<file path="src/rtl/ocr_pkg.sv">
// Shared types, constants and tables for the orbit camera rotate block.
// No dependencies; used by the core and the CORDIC rtl files.
package ocr_pkg;

   localparam int CORDIC_STAGES_DEF    = 16;
   localparam int VECTOR_FRAC_BITS_DEF = 14;
   localparam int ATAN_ENTRIES         = 24;

   localparam logic signed [17:0] PI_Q13      = 18'sd25736;
   localparam logic signed [17:0] HALF_PI_Q13 = 18'sd12868;
   localparam logic signed [17:0] TWO_PI_Q13  = 18'sd51472;
   localparam logic signed [33:0] PI_Q30      = 34'sd3373259426;
   localparam logic signed [33:0] HALF_PI_Q30 = 34'sd1686629713;
   localparam logic signed [31:0] GAIN_Q30    = 32'sd652032874;
   localparam logic signed [32:0] DEG_RAD_K   = 33'sd36602;

   // register indexes
   localparam logic [2:0] REG_TARGET_X   = 3'd0;
   localparam logic [2:0] REG_TARGET_Y   = 3'd1;
   localparam logic [2:0] REG_TARGET_Z   = 3'd2;
   localparam logic [2:0] REG_DISTANCE   = 3'd3;
   localparam logic [2:0] REG_START_YAW  = 3'd4;
   localparam logic [2:0] REG_START_ELEV = 3'd5;

   typedef enum logic [2:0] {
      ST_IDLE,
      ST_ANG_Y,
      ST_ANG_E,
      ST_ANG_DONE,
      ST_COR_Y,
      ST_COR_E,
      ST_MUL,
      ST_FINISH
   } state_type;

   typedef struct packed {
      logic               done;
      logic signed [31:0] cos_v;
      logic signed [31:0] sin_v;
   } cordic_res_type;

   function automatic logic signed [33:0] atan_q30(input logic [4:0] idx);
      logic signed [33:0] r;
      case (idx)
         5'd0:    r = 34'sd843314856;
         5'd1:    r = 34'sd497837829;
         5'd2:    r = 34'sd263043836;
         5'd3:    r = 34'sd133525158;
         5'd4:    r = 34'sd67021686;
         5'd5:    r = 34'sd33543515;
         5'd6:    r = 34'sd16775850;
         5'd7:    r = 34'sd8388437;
         5'd8:    r = 34'sd4194282;
         5'd9:    r = 34'sd2097149;
         5'd10:   r = 34'sd1048575;
         5'd11:   r = 34'sd524287;
         5'd12:   r = 34'sd262143;
         5'd13:   r = 34'sd131071;
         5'd14:   r = 34'sd65535;
         5'd15:   r = 34'sd32767;
         5'd16:   r = 34'sd16383;
         5'd17:   r = 34'sd8191;
         5'd18:   r = 34'sd4095;
         5'd19:   r = 34'sd2047;
         5'd20:   r = 34'sd1023;
         5'd21:   r = 34'sd511;
         5'd22:   r = 34'sd255;
         5'd23:   r = 34'sd127;
         default: r = 34'sd0;
      endcase
      return r;
   endfunction

endpackage

</file>
<file path="src/rtl/ocr_cordic.sv">
// Iterative CORDIC sine/cosine, one rotation step per cycle, Q30.
// Depends on ocr_pkg.
module ocr_cordic #(
   parameter int STAGES = ocr_pkg::CORDIC_STAGES_DEF
) (
   input  logic                  clock,
   input  logic                  reset,
   input  logic                  start,
   input  logic signed [15:0]    angle,
   output ocr_pkg::cordic_res_type res
);
   import ocr_pkg::*;

   localparam int CW = $clog2(STAGES);

   logic signed [31:0] x_ff, x_in, y_ff, y_in;
   logic signed [33:0] a_ff, a_in, a_load;
   logic               neg_ff, neg_in, busy_ff, busy_in, done_ff, done_in;
   logic [CW-1:0]      cnt_ff, cnt_in;
   logic signed [31:0] dx, dy;
   logic signed [33:0] step_atan;

   assign dx        = y_ff >>> cnt_ff;
   assign dy        = x_ff >>> cnt_ff;
   assign step_atan = atan_q30(5'(cnt_ff));
   assign a_load    = 34'(angle) <<< 17;

   always_comb begin
      x_in    = x_ff;
      y_in    = y_ff;
      a_in    = a_ff;
      neg_in  = neg_ff;
      cnt_in  = cnt_ff;
      busy_in = busy_ff;
      done_in = 1'b0;
      if (start) begin
         x_in    = GAIN_Q30;
         y_in    = '0;
         cnt_in  = '0;
         busy_in = 1'b1;
         // fold into [-pi/2, pi/2], flip sign of result
         if (a_load > HALF_PI_Q30) begin
            a_in   = a_load - PI_Q30;
            neg_in = 1'b1;
         end else if (a_load < -HALF_PI_Q30) begin
            a_in   = a_load + PI_Q30;
            neg_in = 1'b1;
         end else begin
            a_in   = a_load;
            neg_in = 1'b0;
         end
      end else if (busy_ff) begin
         if (a_ff >= 0) begin
            x_in = x_ff - dx;
            y_in = y_ff + dy;
            a_in = a_ff - step_atan;
         end else begin
            x_in = x_ff + dx;
            y_in = y_ff - dy;
            a_in = a_ff + step_atan;
         end
         cnt_in = cnt_ff + 1'b1;
         if (cnt_ff == CW'(STAGES - 1)) begin
            busy_in = 1'b0;
            done_in = 1'b1;
         end
      end
   end

   always_ff @(posedge clock) begin
      if (reset) begin
         busy_ff <= 1'b0;
         done_ff <= 1'b0;
         cnt_ff  <= '0;
      end else begin
         busy_ff <= busy_in;
         done_ff <= done_in;
         cnt_ff  <= cnt_in;
      end
      x_ff   <= x_in;
      y_ff   <= y_in;
      a_ff   <= a_in;
      neg_ff <= neg_in;
   end

   assign res.done  = done_ff;
   assign res.cos_v = neg_ff ? -x_ff : x_ff;
   assign res.sin_v = neg_ff ? -y_ff : y_ff;

endmodule

</file>
<file path="config.mk">
export PLATFORM = sky130hd
export DESIGN_NAME = ocr_cordic
export DESIGN_NICKNAME = d
export VERILOG_FILES = /design/src/rtl/ocr_pkg.sv /design/src/rtl/ocr_cordic.sv
export SDC_FILE = /design/constraint.sdc
export NUM_CORES = 1
export LEC_CHECK = 0
export BUFFER_PORTS_ARGS = -buffer_cell sky130_fd_sc_hd__buf_2
export CAP_MARGIN = 20
export CORE_ASPECT_RATIO = 1.1
export CORE_MARGIN = 1.5
export CORE_UTILIZATION = 40
export CTS_BUF_LIST = sky130_fd_sc_hd__clkbuf_4 sky130_fd_sc_hd__clkbuf_8
export CTS_CLUSTER_DIAMETER = 100
export DETAILED_ROUTE_END_ITERATION = 10
export SLEW_MARGIN = 20
export SYNTH_ARGS = -nofsm -noshare
export SYNTH_HDL_FRONTEND = slang
export SYNTH_SLANG_ARGS = --single-unit
</file>
<file path="constraint.sdc">
create_clock -name clock -period 14.1 [get_ports clock]
set_input_delay 2.115 -clock clock [delete_from_list [all_inputs] [get_ports clock]]
set_output_delay 2.115 -clock clock [all_outputs]
set_load 0.03 [all_outputs]
</file>
Word-level counts from Yosys, hierarchy flattened:

Memory sizes are Yosys's and may differ from the RTL's. A register that Yosys moved wholly into a read port is not among the register bits.
Cells that the tools add are included.

* memories kept: 1
* output and inout bits: 65
* word-level logic and storage cells: 45
* ROM bits: 480
* bits of input ports: 19
* bits in registers: 105

* order comparisons: 3
* muxes and demuxes: 16
* shift-type cells: 2
* bitwise gates (word level): 1
* reduce and logical (&&, ||, !) cells: 3
* $add $sub $neg: 11
* eq/ne operators: 1

Memory list
* (name not given): words 16, bits a word 30, rd ports 1, clocked after memory_dff 1, write ports 0, RTL line ocr_pkg.sv:44 `case (idx)`

Operator list (number)
* $mux 34: 5
* $mux 32: 4
* $add 32x32->32: 2
* $neg 32->32: 2
* $sshr 32x4->32: 2
* $sub 32x32->32: 2
* $add 33x33->34 const B: 1
* $add 34x34->34: 1
* $ge 34x1->1 const B: 1
* $sub 33x33->34 const B: 1
* $sub 34x34->34: 1
* $gt 33x32->1 const B: 1
* $lt 33x32->1 const B: 1
* $mux 4: 2
* $mux 1: 5
* $add 4x1->4 const B: 1
* $eq 4x4->1 const B: 1
* $reduce_or 3->1: 1
* $reduce_bool 2->1: 1
* $reduce_or 2->1: 1
* $not 1->1: 1

Longest topological paths before layout:

* depth after elaboration: 4
* gate-level depth with buffers: 28
* gate-level depth less buffers: 24

Least setup slack after synthesis:

Ideal clock, no wire load.

* path kind: register to register
* start point: register cnt_ff[3]
* end point: register x_ff[31]
* slack: 8389 ps
* stages on the path, launching flop included: 27
* library setup time: 123 ps
* arrival: 5587 ps
* cells stage by stage: dfxtp_1 clkbuf_8 clkbuf_1 clkbuf_1 clkbuf_1 clkbuf_1 clkbuf_1 nand2_1 a21bo_2 ha_1 a21boi_0 and3_1 inv_1 a21oi_1 a21oi_1 xor2_1 ha_1 and3_1 and3_1 o21ai_0 o41ai_1 nor3_1 o211ai_1 o211ai_1 xnor3_1 nor2_1 mux2_1

* word-level cells in the longest chain between the ends: 3
* elaborated cells on any way between the ends: 4
* those cells by class: add/sub: 2; shift: 1; mux: 1

RTL lines
* start, declared: RTL line ocr_cordic.sv:19 `logic [CW-1:0] cnt_ff, cnt_in;`
* start signal, assigned: RTL line ocr_cordic.sv:78 `cnt_ff <= cnt_in;`
* $sshr 32x4->32 *: RTL line ocr_cordic.sv:23 `assign dx = y_ff >>> cnt_ff;`
* $add 32x32->32 / $sub 32x32->32 (equally long branches): RTL line ocr_cordic.sv:58, ocr_cordic.sv:54
* $mux 32 *: RTL line ocr_cordic.sv:53 `if (a_ff >= 0) begin`
* end signal, assigned: RTL line ocr_cordic.sv:80 `x_ff <= x_in;`
* end, declared: RTL line ocr_cordic.sv:16 `logic signed [31:0] x_ff, x_in, y_ff, y_in;`

Every way passes the cells marked *; elsewhere a longest branch is shown, timed or not.
A chain may end at the register's enable or synchronous reset.

Worst setup path in the final report:

* start point: register cnt_ff[1]
* end point: register x_ff[31]

The elaborated chain is that of the path after synthesis.

==> metrics.md <==
| Metric | Value |
|---|---|
| Pre-Repair DR Iteration Count | 5 |
| Hold path start | x_ff[0] |
| Post-synth top area cell | dfxtp_1 |
| Syn Nets | ~2300 |
| Leak | 0.007387 uW |
| Tmin final | between 6000 and 7000 ps |
| First-pass GRT wire length | 82.23 mm |
| Vias | 16240 |
| Critical Path Most Common Cell | and3_1 |
| Crit path DAT | about 7300 ps |
| Primary FF master, synth | dfxtp_1 |
| Later-pin clock latency in the skew report | between 500 and 600 ps |
| Register bit count reported by yosys | roughly 130 |
| Sum of routed wire segments on met1 | 21.61 mm |
| Most frequent cells in the layout | nand2_1, o21ai_0, nor2_1 |
| CP Capture Type | flip-flop |
| DPL Wire Length | between 30 and 40 mm |
| Crit path max fanout | 60 |
| Worst Tran Pin Value | just over 1000 ps |
| Cell area after placement | approximately 0.018 mm2 |
| Fill cells | approximately 4300 |
| Number of synthesized flops with an enable pin | 35 |
| Worst-path clk slew | around 100 ps |
| Pwr dens | ~250 mW/mm2 |
| # setup viols final | 0 |
| Crit path required time | 14510 ps |
| Die Y | ~220 um |
| Maximum clock path buffer count | 2 |
| Io pins | 84 |
| Max IR drop VDD | roughly 120 uV |
| Nets | 2260 |
| Cts-stage hold buffer count | 0 |
| Gr usage total | between 20% and 30% |
| Largest net degree at the start of global routing | 71 |
| Design area | between 0.015 and 0.02 mm2 |
| Internal power | between 2000 and 2500 uW |
| Initial antenna violation count | 0 |
| Delay of the slowest critical-path stage | between 700 and 800 ps |
| Max-slew headroom | a little over 30% |
| Met3 Wirelength | between 1.5 and 2 mm |
| Share of cells above drive strength 1 | approximately 11% |
| RSZ-0062 raised after global routing | no |
| Setup_tns | 0 ps |
| Drt drc | 0 |
| GR Overflow Total | 0 |
| Reg power frac | about 18% |
| Cell family with most CP delay | compound AO/OA/AOI/OAI gates |
| Antenna fix cells | 0 |
| Vias in the first global route | roughly 16000 |
| Most common cell after layout, fill and taps aside | nand2_1 |
| Post-CTS sizing | 0 |
| Final Wtd Congestion | 0.8886 |
| Site row count | between 70 and 80 |
| Seq/Total Area, Yosys | between 10% and 20% |
| Antenna-violating nets left | 0 |
| Crit path launch type | flip-flop |
| R2R Path Start | cnt_ff[1] |
| Clk sinks | about 130 |
| CTS tree | built |
| Worst r2r dst | x_ff[31] |
| Root Buffer | clkbuf_8 |
| Synth top area cells | dfxtp_1, ha_1, xnor2_1, edfxtp_1, nand2_1 |
| Clock share of power | 8.1% |
| WL met2 | 25.69 mm |
| Port bufs | 83 |
| Slowest CP cell | buf_4 |
| Synth cell types | 95 |
| Routed Wire Length | 51.56 mm |
| Status | finished clean |
| Critical path class | flip-flop to flip-flop |
| Area grow syn2layout | 4.794% |
| Clk_skew | 22.42 ps |
| Mapped Cells | about 2200 |
| Post-Syn Area | about 0.017 mm2 |
| DR WL/cell | between 15 and 20 um |
| Top sig layer | met4 |
| Max Fclk | roughly 150 MHz |
| Worst reg-to-reg setup slack | 7220 ps |
| Die width | roughly 200 um |
| Die Area | between 0.04 and 0.05 mm2 |
| H-tree levels | 4 |
| Syn_area_per_cell | around 8 um2 |
| Core Region | approximately 0.043 mm2 |
| Starting density of the core | between 40% and 50% |
| Max-cap violations | 0 |
| Syn. warnings | 0 |
| CP cell instances | buf_4 > mux4_1 > nand2b_1 > a31oi_1 > or2_2 > ha_1 > a21boi_0 > and3_1 > inv_1 > a21oi_1 > a21oi_1 > xor2_1 > ha_1 > and3_1 > and3_1 > o21ai_0 > o41ai_1 > nor3_1 > o211ai_1 > o211ai_1 > xnor3_1 > nor2_1 > mux2_1 |
| Worst hold path depth | 2 |
| TritonCTS Buffers | 17 |
| CP Buf/Inv Count | 2 |
| Combinational Power Share | 74.3% |
| Async set or reset register ratio after synthesis | 0% |
| Postcts setup bufs | 0 |
| Max Slew Vio Count | 0 |
| Hold Path Sink | x_ff[0] |
| Synth top area share | a little under an eighth |
| Final-report hold violation count | 0 |
| Cells on worst reg2reg path | 23 |
| Worst min path class | flip-flop to flip-flop |
| DR iter-0 viols | around 1100 |
| Switch share | around 53% |
| Crit share post-route | approximately 50% |
| Vias/cell | approximately 6 |
| Sw power | 2425 uW |
==> worst max-delay path by stage <==
stage	cells after the start	from	to
4_1_cts	23	cnt_ff[1]	x_ff[31]
2_1_floorplan	26	cnt_ff[3]	x_ff[31]
5_1_grt	23	cnt_ff[1]	x_ff[31]
3_3_place_gp	23	cnt_ff[1]	x_ff[31]
6_report	23	cnt_ff[1]	x_ff[31]
3_5_place_dp	23	cnt_ff[1]	x_ff[31]
==> registers in the layout (all words and copies together) (netlist names) <==
register	count
y_ff	32
x_ff	32
step_atan	29
cnt_ff	4
neg_ff	1
done_ff	1
a_ff	34
busy_ff	1
==> routing by layer <==
| metal | vias to the layer above | GRT usage (%) |
|---|---|---|
| met4 | 0 | 10.83 |
| li1 | 7875 | - |
| met3 | 108 | 2.887 |
| met1 | 7795 | 26.85 |
| met5 | - | 0 |
| met2 | 464 | 40.70 |
==> logic make-up (layout without fill, tap and decap cells) <==
group | count (synthesis) | after routing | share of synthesized area (%)
DFF | 134 | 134 | 17.53
AOI/OAI and AO/OA | 658 | 658 | 24.68
adders and majority gates | 115 | 115 | 8.445
muxes | 167 | 167 | 13.55
xor gates and xnor gates | 237 | 237 | 12.07
and+or+nand+nor | 634 | 634 | 17.29
buffers and inverters | 218 | 194 | 6.435
==> through the flow <==
step | setup slack (ps) | instances | total power [uW] | hold WS (ps) | utilization, %
after global routing | 6775 | 2706 | 4973 | 613.5 | 42.67
after floorplan | 8389 | 2163 | 3428 | 496.8 | -
after global placement | 7502 | 2674 | 4137 | 551.3 | 41.64
final | 7215 | 2706 | 4572 | 574.7 | 42.67
after detailed placement | 7363 | 2674 | 4179 | 558.8 | 41.64
after CTS | 7341 | 2706 | 4574 | 569.9 | 42.67
==> final cells by class <==
class / count / area [um2] / share of cell area (%)
Inverter: 60 / 225.2 / 1.242
Clock inverter: 14 / 188.9 / 1.042
Multi-Input combinational cell: 1811 / 13160 / 72.56
Timing Repair Buffer: 102 / 560.5 / 3.091
Sequential cell: 134 / 3044 / 16.79
Clock buffer: 18 / 247.7 / 1.366
Tap cell: 567 / 709.4 / 3.912
==> synthesized netlist by cell type, drive strengths merged, types with 24 or more instances <==
master	number
nor2	158
nand3	35
xor2	92
dfxtp	99
o31ai	43
a21o	58
a211oi	29
a21oi	156
nand2b	35
edfxtp	35
mux4	46
mux2	33
ha	112
o21ai	174
buf	46
xnor2	144
mux2i	88
inv	59
clkbuf	112
nand2	234
or3	24
==> worst min-delay path: cells and delay by family, from the launching register on <==
family	cells	cell delay (ps)
AOI/OAI and AO/OA	1	50
and+or+nand+nor	1	110
DFF	1	370
==> power by group through the flow <==
stage,sequential [uW],clock (uW),combinational (uW)
3_5_place_dp,809,0,3370
4_1_cts,801,383,3390
3_3_place_gp,806,0,3330
6_report,804,372,3400
2_1_floorplan,605,0,2820
5_1_grt,817,395,3760
Note: power is estimated with default switching activity, not from simulation.
